==> config.mk <==
export PLATFORM = sky130hd
export DESIGN_NAME = overwrite_ring_record_queue_core
export DESIGN_NICKNAME = d
export VERILOG_FILES = /design/src/rtl/orrq_pkg.sv /design/src/rtl/orrq_cfg.sv /design/src/rtl/orrq_core.sv /design/src/rtl/overwrite_ring_record_queue_core.sv
export SDC_FILE = /design/constraint.sdc
export NUM_CORES = 2
export LEC_CHECK = 0
export ABC_AREA = 1
export BUFFER_PORTS_ARGS = -buffer_cell sky130_fd_sc_hd__buf_2
export CORE_ASPECT_RATIO = 1.5
export CORE_MARGIN = 4
export CORE_UTILIZATION = 60
export DETAILED_ROUTE_END_ITERATION = 16
export PLACE_DENSITY = 0.8
export SLEW_MARGIN = 10
export SYNTH_ARGS = -nofsm -noshare
export SYNTH_HDL_FRONTEND = slang
export SYNTH_SLANG_ARGS = --single-unit
==> constraint.sdc <==
create_clock -name clk_i -period 13.25 [get_ports clk_i]
set_input_delay 1.325 -clock clk_i [delete_from_list [all_inputs] [get_ports clk_i]]
set_output_delay 1.325 -clock clk_i [all_outputs]
set_load 0.03 [all_outputs]
==> src/rtl/orrq_pkg.sv <==
// shared types, constants and helpers for the overwrite ring record queue
`default_nettype none

package orrq_pkg;

  localparam int unsigned MAX_SLOTS        = 16;
  localparam int unsigned MAX_RECORD_BYTES = 8;

  localparam int unsigned SLOT_IDX_W = $clog2(MAX_SLOTS);
  localparam int unsigned COUNT_W    = 5;
  localparam int unsigned LEN_W      = 4;
  localparam int unsigned DATA_W     = 64;
  localparam int unsigned CFG_IDX_W  = 2;
  localparam int unsigned CFG_DATA_W = 5;

  typedef enum logic [2:0] {
    ACT_PUSH_OVR = 3'd0,
    ACT_PUSH_CHK = 3'd1,
    ACT_POP      = 3'd2,
    ACT_CLEAR    = 3'd3,
    ACT_PEEK     = 3'd4
  } action_e;

  typedef enum logic [CFG_IDX_W-1:0] {
    CFG_ENTRY_BYTES = 2'd0,
    CFG_QUEUE_CAP   = 2'd1
  } cfg_reg_e;

  typedef struct packed {
    logic [2:0]        action;
    logic [DATA_W-1:0] entry_data;
    logic [7:0]        entry_length;
  } req_t;

  typedef struct packed {
    logic               accepted;
    logic               dropped_oldest;
    logic [DATA_W-1:0]  front_data;
    logic [LEN_W-1:0]   front_length;
    logic [COUNT_W-1:0] occupancy;
    logic               is_empty;
  } rsp_t;

  // effective configuration seen by the queue core
  typedef struct packed {
    logic [LEN_W-1:0]   entry_bytes;
    logic [COUNT_W-1:0] capacity;
    logic               clear;
  } cfg_t;

  // ones in every byte below n
  function automatic logic [DATA_W-1:0] byte_mask(input logic [LEN_W-1:0] n);
    logic [DATA_W-1:0] m;
    m = '0;
    for (int i = 0; i < 8; i++) begin
      if (n > LEN_W'(i)) begin
        m[8*i +: 8] = 8'hFF;
      end
    end
    return m;
  endfunction

endpackage

`default_nettype wire

==> src/rtl/orrq_cfg.sv <==
// configuration registers with clamping to legal values
`default_nettype none

module orrq_cfg (
  input  wire logic                             clk_i,
  input  wire logic                             rst_ni,
  input  wire logic                             cfg_valid_i,
  input  wire logic [orrq_pkg::CFG_IDX_W-1:0]   cfg_index_i,
  input  wire logic [orrq_pkg::CFG_DATA_W-1:0]  cfg_data_i,
  output orrq_pkg::cfg_t                        cfg_o
);

  logic [orrq_pkg::LEN_W-1:0]   entry_q, entry_d;
  logic [orrq_pkg::COUNT_W-1:0] cap_q, cap_d;
  logic                         hit;

  always_comb begin
    entry_d = entry_q;
    cap_d   = cap_q;
    hit     = 1'b0;
    if (cfg_valid_i) begin
      case (cfg_index_i)
        orrq_pkg::CFG_ENTRY_BYTES: begin
          entry_d = cfg_data_i[orrq_pkg::LEN_W-1:0];
          hit     = 1'b1;
        end
        orrq_pkg::CFG_QUEUE_CAP: begin
          cap_d = cfg_data_i[orrq_pkg::COUNT_W-1:0];
          hit   = 1'b1;
        end
        default: begin
          hit = 1'b0;
        end
      endcase
    end
  end

  always_ff @(posedge clk_i or negedge rst_ni) begin
    if (!rst_ni) begin
      entry_q <= orrq_pkg::LEN_W'(orrq_pkg::MAX_RECORD_BYTES);
      cap_q   <= orrq_pkg::COUNT_W'(orrq_pkg::MAX_SLOTS);
    end else begin
      entry_q <= entry_d;
      cap_q   <= cap_d;
    end
  end

  // zero acts as one, oversize acts as the built maximum
  always_comb begin
    if (entry_q == '0) begin
      cfg_o.entry_bytes = orrq_pkg::LEN_W'(1);
    end else if (entry_q > orrq_pkg::LEN_W'(orrq_pkg::MAX_RECORD_BYTES)) begin
      cfg_o.entry_bytes = orrq_pkg::LEN_W'(orrq_pkg::MAX_RECORD_BYTES);
    end else begin
      cfg_o.entry_bytes = entry_q;
    end
    if (cap_q == '0) begin
      cfg_o.capacity = orrq_pkg::COUNT_W'(1);
    end else if (cap_q > orrq_pkg::COUNT_W'(orrq_pkg::MAX_SLOTS)) begin
      cfg_o.capacity = orrq_pkg::COUNT_W'(orrq_pkg::MAX_SLOTS);
    end else begin
      cfg_o.capacity = cap_q;
    end
    cfg_o.clear = hit;
  end

endmodule

`default_nettype wire

==> src/rtl/orrq_core.sv <==
// queue state, slot storage and per-word result logic
`default_nettype none

module orrq_core (
  input  wire logic           clk_i,
  input  wire logic           rst_ni,
  input  wire orrq_pkg::cfg_t cfg_i,
  input  wire logic           valid_i,
  input  wire orrq_pkg::req_t req_i,
  output orrq_pkg::rsp_t      rsp_o
);

  localparam int unsigned IW = orrq_pkg::SLOT_IDX_W;
  localparam int unsigned CW = orrq_pkg::COUNT_W;
  localparam int unsigned LW = orrq_pkg::LEN_W;
  localparam int unsigned DW = orrq_pkg::DATA_W;

  logic [DW-1:0] slot_data_q [orrq_pkg::MAX_SLOTS];
  logic [LW-1:0] slot_len_q  [orrq_pkg::MAX_SLOTS];

  logic [IW-1:0] head_q, head_d;
  logic [CW-1:0] count_q, count_d;

  logic          full;
  logic [CW-1:0] head_inc;
  logic [IW-1:0] head_next;
  logic [CW-1:0] tail_sum;
  logic [CW-1:0] tail_wrap;
  logic [IW-1:0] tail;
  logic [LW-1:0] len_c;
  logic [DW-1:0] wr_data;
  logic          wr_en;
  logic          accepted;
  logic          dropped;

  assign full      = count_q >= cfg_i.capacity;
  assign head_inc  = CW'(head_q) + CW'(1);
  assign head_next = (head_inc >= cfg_i.capacity) ? '0 : head_inc[IW-1:0];
  assign tail_sum  = CW'(head_q) + count_q;
  assign tail_wrap = (tail_sum >= cfg_i.capacity) ? tail_sum - cfg_i.capacity : tail_sum;
  assign tail      = tail_wrap[IW-1:0];
  assign len_c     = (req_i.entry_length > 8'(cfg_i.entry_bytes)) ? cfg_i.entry_bytes
                                                                   : req_i.entry_length[LW-1:0];
  assign wr_data   = req_i.entry_data & orrq_pkg::byte_mask(len_c);

  always_comb begin
    head_d   = head_q;
    count_d  = count_q;
    wr_en    = 1'b0;
    accepted = 1'b0;
    dropped  = 1'b0;
    case (req_i.action)
      orrq_pkg::ACT_PUSH_OVR, orrq_pkg::ACT_PUSH_CHK: begin
        if (!(req_i.action == orrq_pkg::ACT_PUSH_CHK && full)) begin
          wr_en    = valid_i;
          accepted = 1'b1;
          if (full) begin
            head_d  = head_next;
            dropped = 1'b1;
          end else begin
            count_d = count_q + CW'(1);
          end
        end
      end
      orrq_pkg::ACT_POP: begin
        if (count_q != '0) begin
          head_d  = head_next;
          count_d = count_q - CW'(1);
        end
      end
      orrq_pkg::ACT_CLEAR: begin
        head_d  = '0;
        count_d = '0;
      end
      default: begin
        head_d = head_q;
      end
    endcase
  end

  always_ff @(posedge clk_i or negedge rst_ni) begin
    if (!rst_ni) begin
      head_q  <= '0;
      count_q <= '0;
    end else if (cfg_i.clear) begin
      head_q  <= '0;
      count_q <= '0;
    end else if (valid_i) begin
      head_q  <= head_d;
      count_q <= count_d;
    end
  end

  // slots keep already masked bytes
  always_ff @(posedge clk_i) begin
    if (wr_en) begin
      slot_data_q[tail] <= wr_data;
      slot_len_q[tail]  <= len_c;
    end
  end

  // front after the step, with bypass of this step's write
  always_comb begin
    rsp_o.accepted       = accepted;
    rsp_o.dropped_oldest = dropped;
    rsp_o.occupancy      = count_d;
    rsp_o.is_empty       = (count_d == '0);
    if (count_d == '0) begin
      rsp_o.front_data   = '0;
      rsp_o.front_length = '0;
    end else if (wr_en && tail == head_d) begin
      rsp_o.front_data   = wr_data;
      rsp_o.front_length = len_c;
    end else begin
      rsp_o.front_data   = slot_data_q[head_d];
      rsp_o.front_length = slot_len_q[head_d];
    end
  end

endmodule

`default_nettype wire

==> src/rtl/overwrite_ring_record_queue_core.sv <==
// top level of the overwrite ring record queue
`default_nettype none

// Circular queue of up to 16 records of up to 8 bytes each. A command word is
// taken on any cycle with start_i high; busy_o stays low, so a new word can be
// issued every clock. Each word gives exactly one result, shown on rsp_o for a
// single cycle with done_o high, after passing first the command register
// and then the result register. The result cannot be stalled, so capture it
// when done_o is high. Head, count and the slot write are all updated in the
// same cycle from the command register, so back to back commands see each
// other's effect in order. A write to either configuration register also
// empties the queue; write only while no command is in flight. cfg_ready_o
// is always high.

module overwrite_ring_record_queue_core (
  input  wire logic                             clk_i,
  input  wire logic                             rst_ni,
  input  wire logic                             start_i,
  output wire logic                             busy_o,
  input  wire orrq_pkg::req_t                   req_i,
  output wire logic                             done_o,
  output orrq_pkg::rsp_t                        rsp_o,
  input  wire logic                             cfg_valid_i,
  output wire logic                             cfg_ready_o,
  input  wire logic [orrq_pkg::CFG_IDX_W-1:0]   cfg_index_i,
  input  wire logic [orrq_pkg::CFG_DATA_W-1:0]  cfg_data_i
);

  orrq_pkg::cfg_t cfg;
  orrq_pkg::req_t req_q;
  orrq_pkg::rsp_t rsp_d, rsp_q;
  logic           valid_q;
  logic           done_q;
  logic           take;

  // one word per cycle, never held off
  assign busy_o      = 1'b0;
  assign cfg_ready_o = 1'b1;
  assign take        = start_i && !busy_o;

  orrq_cfg u_cfg (
    .clk_i       (clk_i),
    .rst_ni      (rst_ni),
    .cfg_valid_i (cfg_valid_i && cfg_ready_o),
    .cfg_index_i (cfg_index_i),
    .cfg_data_i  (cfg_data_i),
    .cfg_o       (cfg)
  );

  // command register
  always_ff @(posedge clk_i or negedge rst_ni) begin
    if (!rst_ni) begin
      valid_q <= 1'b0;
    end else begin
      valid_q <= take;
    end
  end

  always_ff @(posedge clk_i) begin
    if (take) begin
      req_q <= req_i;
    end
  end

  orrq_core u_core (
    .clk_i   (clk_i),
    .rst_ni  (rst_ni),
    .cfg_i   (cfg),
    .valid_i (valid_q),
    .req_i   (req_q),
    .rsp_o   (rsp_d)
  );

  // result register, strobed for one cycle
  always_ff @(posedge clk_i or negedge rst_ni) begin
    if (!rst_ni) begin
      done_q <= 1'b0;
    end else begin
      done_q <= valid_q;
    end
  end

  always_ff @(posedge clk_i) begin
    if (valid_q) begin
      rsp_q <= rsp_d;
    end
  end

  assign done_o = done_q;
  assign rsp_o  = rsp_q;

  // every taken word yields its result strobe after the command and result registers
  a_done_latency: assert property (@(posedge clk_i) disable iff (!rst_ni)
    take |=> ##1 done_o)
    else $error("missing result strobe");

  // a dropped record only comes with a stored push
  a_drop_implies_accept: assert property (@(posedge clk_i) disable iff (!rst_ni)
    (done_o && rsp_o.dropped_oldest) |-> rsp_o.accepted)
    else $error("drop without accept");

  // empty flag agrees with occupancy, and an empty queue shows no front
  a_empty_front: assert property (@(posedge clk_i) disable iff (!rst_ni)
    done_o |-> (rsp_o.is_empty == (rsp_o.occupancy == '0)) &&
               (!rsp_o.is_empty || (rsp_o.front_length == '0 && rsp_o.front_data == '0)))
    else $error("empty result inconsistent");

  // occupancy never exceeds the built depth
  a_occ_bound: assert property (@(posedge clk_i) disable iff (!rst_ni)
    done_o |-> rsp_o.occupancy <= orrq_pkg::COUNT_W'(orrq_pkg::MAX_SLOTS))
    else $error("occupancy above depth");

endmodule

`default_nettype wire
; ---- Yosys cells after proc, flatten, opt, wreduce, memory -nomap -nowiden
; Memories as Yosys holds them, arrays and structs flattened. A register that Yosys moved wholly into a read port is not among the register bits.
; Index checks and enable logic that the tools add are counted.
[word_totals]
out_inout_bits = 79
regBits = 103
mem_bits_rw = 1088
elab_cells = 88
in_bits = 86
mem_count = 2
[memory_table]
columns = memory, depth, word_bits, rd, rd_ports_with_merged_regs, write_ports, line_no
row1 = u_core.slot_data_q, 16, 64, 1, 1, 1, orrq_core.sv:18  ; logic [DW-1:0] slot_data_q [orrq_pkg::MAX_SLOTS];
row2 = u_core.slot_len_q, 16, 4, 1, 1, 1, orrq_core.sv:19  ; logic [LW-1:0] slot_len_q [orrq_pkg::MAX_SLOTS];
[op_classes]
n_reduce_logical = 13
n_eq_ne = 4
magnitude_cmp = 14
mux = 35
add_sub_neg = 5
bitwise_logic = 2
[ops]
columns = cell, n
row1 = bitwise AND 64 bit, 1
row2 = 2-to-1 mux 8 bit, 8
row3 = 2-to-1 mux 4 bit, 10
row4 = 2-to-1 mux 5 bit, 7
row5 = "> comparator 4 x 3 -> 1 bit, second input constant", 4
row6 = greater-or-equal comparator 5 bit, 3
row7 = one-hot mux 5 bit (3 select lines), 1
row8 = one-hot mux 4 bit (3 select lines), 1
row9 = zero test 5 bit, 2
row10 = "> comparator 4 x 1 -> 1 bit, second input constant", 2
row11 = "> comparator 4 x 2 -> 1 bit, second input constant", 2
row12 = > comparator 8 x 4 -> 1 bit, 1
row13 = 2-to-1 mux 1 bit, 8
row14 = "== test 3 x 2 -> 1 bit, second input constant", 2
row15 = OR reduction 2 bit, 3
row16 = "adder 4 x 1 -> 5 bit, second input constant", 1
row17 = adder 4 x 5 -> 5 bit, 1
row18 = "adder 5 x 1 -> 5 bit, second input constant", 1
row19 = "> comparator 5 bit, second input constant", 1
row20 = nonzero test 5 bit, 1
row21 = "subtractor 5 x 1 -> 5 bit, second input constant", 1
row22 = "> comparator 4 bit, second input constant", 1
row23 = zero test 4 bit, 1
row24 = AND reduction 2 bit, 2
row25 = other kinds (8), 8

; ---- Depth between registers and ports, before layout
[depth]
depth_word = 10
mapped_depth = 23
mapped_depth_nobuf = 21

; ---- Hierarchy
; From an unflattened synthesis, not the netlist that was laid out.
[hier_totals]
cells_unflattened = 4380
hier_area_um2 = 52425.3
[modules_own_cells]
columns = module, cells_per_inst, instances, seq_area_each_um2, area_each_um2
row1 = orrq_core, 4161, 1, 32896.6, 47354.2
row2 = overwrite_ring_record_queue_core, 157, 1, 4584.4, 4606.9
row3 = orrq_cfg, 62, 1, 227.7, 464.2

; ---- Least setup slack after synthesis
; OpenSTA, ideal clock, no wires.
[synth_timing]
path_type = flip-flop to flip-flop
from = reg valid_q
to = mem u_core.slot_data_q[0][0] in the netlist's numbering, enable pin
arrival_time_ps = 5749
t_required_ps = 12755
n_path_buf = 0
setup_time_ps = 495
stages_incl_launch_ff = 5
path_slack_ps = 7007
period_less_slack_ps = 6243
cell_sequence = dfrtp_1 -> inv_1 -> nor3_1 -> nand3_1 -> nor2_1
[synth_via]
elab_chain_len = 4
[synth_rtl]
columns = item, line_no
row1 = "start, declared", overwrite_ring_record_queue_core.sv:32  ; logic valid_q;
row2 = "start signal, assigned", overwrite_ring_record_queue_core.sv:55  ; valid_q <= take;
row3 = 2-to-1 mux 1 bit, orrq_core.sv:54  ; if (!(req_i.action == orrq_pkg::ACT_PUSH_CHK && full)) begin
row4 = 2-to-1 mux 1 bit, orrq_core.sv:52  ; case (req_i.action)
row5 = 2-to-1 mux 1 bit, orrq_core.sv:96  ; if (wr_en) begin
row6 = 2-to-1 mux 1 bit (implied by the code), orrq_core.sv:97  ; slot_data_q[tail] <= wr_data;
row7 = "end, declared", orrq_core.sv:18
; Every way passes these cells.

; ---- Final worst setup path
[layout_timing]
from = reg u_core.head_q[0]
to = reg, netlist name rsp_o[48]
[layout_via]
elab_chain_len = 6
word_cells_on_any_way = 7
cone_classes = add/sub (1) / order compare (1) / mux (5)
[layout_rtl]
columns = item, line_no
row1 = "start, declared", orrq_core.sv:21  ; logic [IW-1:0] head_q, head_d;
row2 = "start signal, assigned", orrq_core.sv:83  ; head_q <= '0;
row3 = "start signal, assigned", orrq_core.sv:86  ; head_q <= '0;
row4 = "start signal, assigned", orrq_core.sv:89  ; head_q <= head_d;
row5 = adder 4 x 1 -> 5 bit, orrq_core.sv:37  ; assign head_inc = CW'(head_q) + CW'(1);
row6 = greater-or-equal comparator 5 bit, orrq_core.sv:38  ; assign head_next = (head_inc >= cfg_i.capacity) ? '0 : head_inc[IW-1:0];
row7 = 2-to-1 mux 4 bit, orrq_core.sv:38
row8 = 2-to-1 mux 4 bit, orrq_core.sv:57  ; if (full) begin
row9 = 2-to-1 mux 4 bit, orrq_core.sv:54
row10 = one-hot mux 4 bit (3 select lines) (*), orrq_core.sv:52
; Every way passes the cells marked *; elsewhere a longest branch is shown, timed or not.
; A chain may end at the register's enable or synchronous reset.

==> impl_metrics.ini <==
[status]
status = completed

[routing]
viasPerCell = 6.067
drtIter0Drc = 6000
wl_per_cell_um = 22.59
final_antenna_net_count = 0
routed_wl_mm = 148.6
remaining_drc_errors = 0
vias = 39890
first_pass_iters = 7

[setup_path]
worstReg2RegEnd = rsp_o[48]$_SDFFCE_PP0P_
reg2reg_from = u_core.head_q[0]$_DFFE_PN0P_
crit_fanout = 152
path_class = reg -> reg
worst_ep_required_time_ps = 13730
startpoint = u_core.head_q[0]$_DFFE_PN0P_
startpoint_type = register
cp-end-kind = register
ff2ff_setup_slack_ps = 7260
worstRegToRegCells = 21
cp.arrival_ps = 6470

[synth]
yosys.area.top_type = edfxtp_1
ys_warn_count = 0
synth.distinct_cells = 41
synthTopCellsByCount = nand3_1, edfxtp_1, nand2_1
synthArstFlopShare_pct = 1.589
synth_flop_cell = edfxtp_1
synth_area_leaders = edfxtp_1, nand3_1, nand2_1
synth_seq_cells = 1259
post_synth.cell_area_avg_um2 = 10.52
synth_edf_count = 1239
post-synth-top-count-cell = nand3_1
synth_top_cell_area_share_pct = 66.81
syn_inst = 5294
synth_fp_nets = 5408
syn_area_um2 = 55680
synth.yosys.seq_area_share_pct = 67.72

[sta]
hold_violations = 0
skew_ps = 44.08
tightest_slew_ps = 1250
period_share_pct = 45.17
fin_setup_tns_ps = 0
fmax_mhz = 167.1
finalMaxSlewViolations = 0
worst_slack_ps = 7265
setup_viol = 0
min_period_ps = 5985
slew_headroom_pct = 16.67
rsz0062_at_grt = false
holdWs_ps = 529.3

[floorplan]
core_um2 = 91890
die_y_um = 381.1
die-area_um2 = 97850
fp.dieW_um = 256.7
fp-row-count = 136
pin_count = 165
start_util_pct = 60.60

[clock_tree]
htreeDepth = 3
cts.sinks = 1259
cts_post_setup_buffers_inserted = 0
clk_path_buf_depth = 3
cts_made_buffers = 110
ctsResizeCount = 0
cts.reportedPaths.clkPinSlew_ps = 70
cts_root_buffer = clkbuf_16
holdBufCountCts = 0
cts_tree = done
worstSkewPairLatency_ps = 740

[power_and_ir_drop]
vdd_drop_max_mv = 0.1541
power_frac_seq_pct = 48.9
p_int_mw = 6.924
power_density_nw_per_um2 = 161.7
switching_power_mw = 2.912
p_clk_share_pct = 33.0
comb_power_share_pct = 18.1
leakagePower_nw = 26.11
p_sw_share_pct = 29.60

[global_routing]
grt_max_degree = 203
grtUsageTotal_pct = 29.57
grt_antenna_before_repair = 3
grt_pass1_wl_mm = 221.8
grt-ovfl-total = 0
grt_pass1_vias = 38940

[place]
gp_congestion = 0.8596
io_buffers = 162
place_hpwl_mm = 73.78
post-place-ws_ps = 7444

[final_layout]
fin_util_pct = 66.19
nFillCells = 6522
layout-area-overhead-vs-synth_pct = 9.226
layout-drive-gt1-share_pct = 7.963
nets = 5421

[job]
drv_cap = 0

[min_path]
hold_path.class = in -> async
[layout by cell type (no fill, tap or decap), drive strengths merged]
cell | synthesis | layout
nand2 | 1226 | 1226
bufinv | 0 | 13
clkinv | 0 | 53
o21ai | 33 | 33
xnor2 | 2 | 2
nand3 | 1393 | 1393
dfrtp | 18 | 18
nor3 | 4 | 4
a31oi | 1 | 1
diode | 0 | 2
or2 | 1 | 1
nor2 | 42 | 42
ha | 26 | 26
a21o | 2 | 2
a32oi | 1 | 1
dfstp | 2 | 2
clkbuf | 137 | 129
nand3b | 73 | 73
nor4 | 1 | 1
nand4 | 6 | 6
clkinvlp | 0 | 7
inv | 874 | 877
a21oi | 13 | 13
o22ai | 2 | 2
conb | 2 | 2
fa | 2 | 2
xor2 | 8 | 8
o211ai | 3 | 3
buf | 181 | 219
edfxtp | 1239 | 1239
or3 | 1 | 1
a21boi | 1 | 1
[critical path, cell delays in order (launching register included)]
cell	delay [ps]
dfrtp_1	490
ha_1	230
nand2_1	70
nor2_1	130
ha_1	260
nand2_1	100
nor2_1	50
o21ai_0	80
nand2_1	110
nor2_1	120
nand2_1	110
nand3_4	60
buf_4	780
nand2_8	850
xor2_2	400
nor2_4	390
buf_4	880
nand3_1	150
nand2_1	140
inv_1	70
nand2_1	80
inv_1	40
[power groups by stage]
stage | registers (mW) | clock network [mW] | logic [mW]
after floorplan | 4.96 | 0 | 1.09
after global placement | 4.89 | 0 | 1.68
after detailed placement | 4.89 | 0 | 1.74
after CTS | 4.80 | 3.27 | 1.75
after global routing | 4.81 | 3.43 | 1.94
final | 4.81 | 3.25 | 1.78
[state kept, by name, summed over array words and instances (netlist names), 4 cells and up]
register            flops
req_q                  75
u_core.slot_data_q   1024
u_cfg.cap_q             5
u_cfg.entry_q           4
u_core.count_q          5
u_core.slot_len_q      64
rsp_o                  76
u_core.head_q           4
[final cells by class]
class                           count  area, µm²  share of cell area, %
Sequential cell                  1259      37710                  62.00
Multi-Input combinational cell   2843      13410                  22.05
Inverter                          874       3296                  5.419
Clock buffer                      129       2824                  4.643
Tap cell                         1173       1468                  2.413
Timing Repair Buffer              219       1291                  2.123
Clock inverter                     76      812.0                  1.335
Antenna cell                        2      5.005               0.008229
[metal layers]
metal	share of wire (%)	global-route usage, %
met5	0.022	0
met1	35	38.82
met3	13	5.805
met4	4.4	13.95
met2	48	48.07
[worst max path at each step]
stage                                    endpoint  slack (ps)  cells after the start
2_1_floorplan  u_core.slot_data_q[0][0]$_DFFE_PP_        7010                      4
3_3_place_gp              rsp_o[29]$_SDFFCE_PP0P_        7670                     20
3_5_place_dp              rsp_o[48]$_SDFFCE_PP0P_        7440                     20
4_1_cts                   rsp_o[48]$_SDFFCE_PP0P_        7400                     20
5_1_grt                   rsp_o[38]$_SDFFCE_PP0P_        6940                     22
6_report                  rsp_o[48]$_SDFFCE_PP0P_        7260                     21
[stage by stage]
stage | instance area [µm²] | instances | total power, mW
global route | 60820 | 6573 | 10.18
floorplan | 55680 | 5294 | 6.052
detailed placement | 57180 | 6368 | 6.630
CTS | 60820 | 6573 | 9.825
finish | 60820 | 6575 | 9.836
global placement | 57180 | 6368 | 6.569
[kinds of logic after synthesis]
family          share of synthesized area [%]
xor+xnor                               0.1708
other cells                           0.01349
fa+ha+maj                              0.6561
compound gates                         0.5977
flops                                   67.72
buf+inv                                 8.527
simple gates                            22.32
Power figures use the tool's default switching activity.
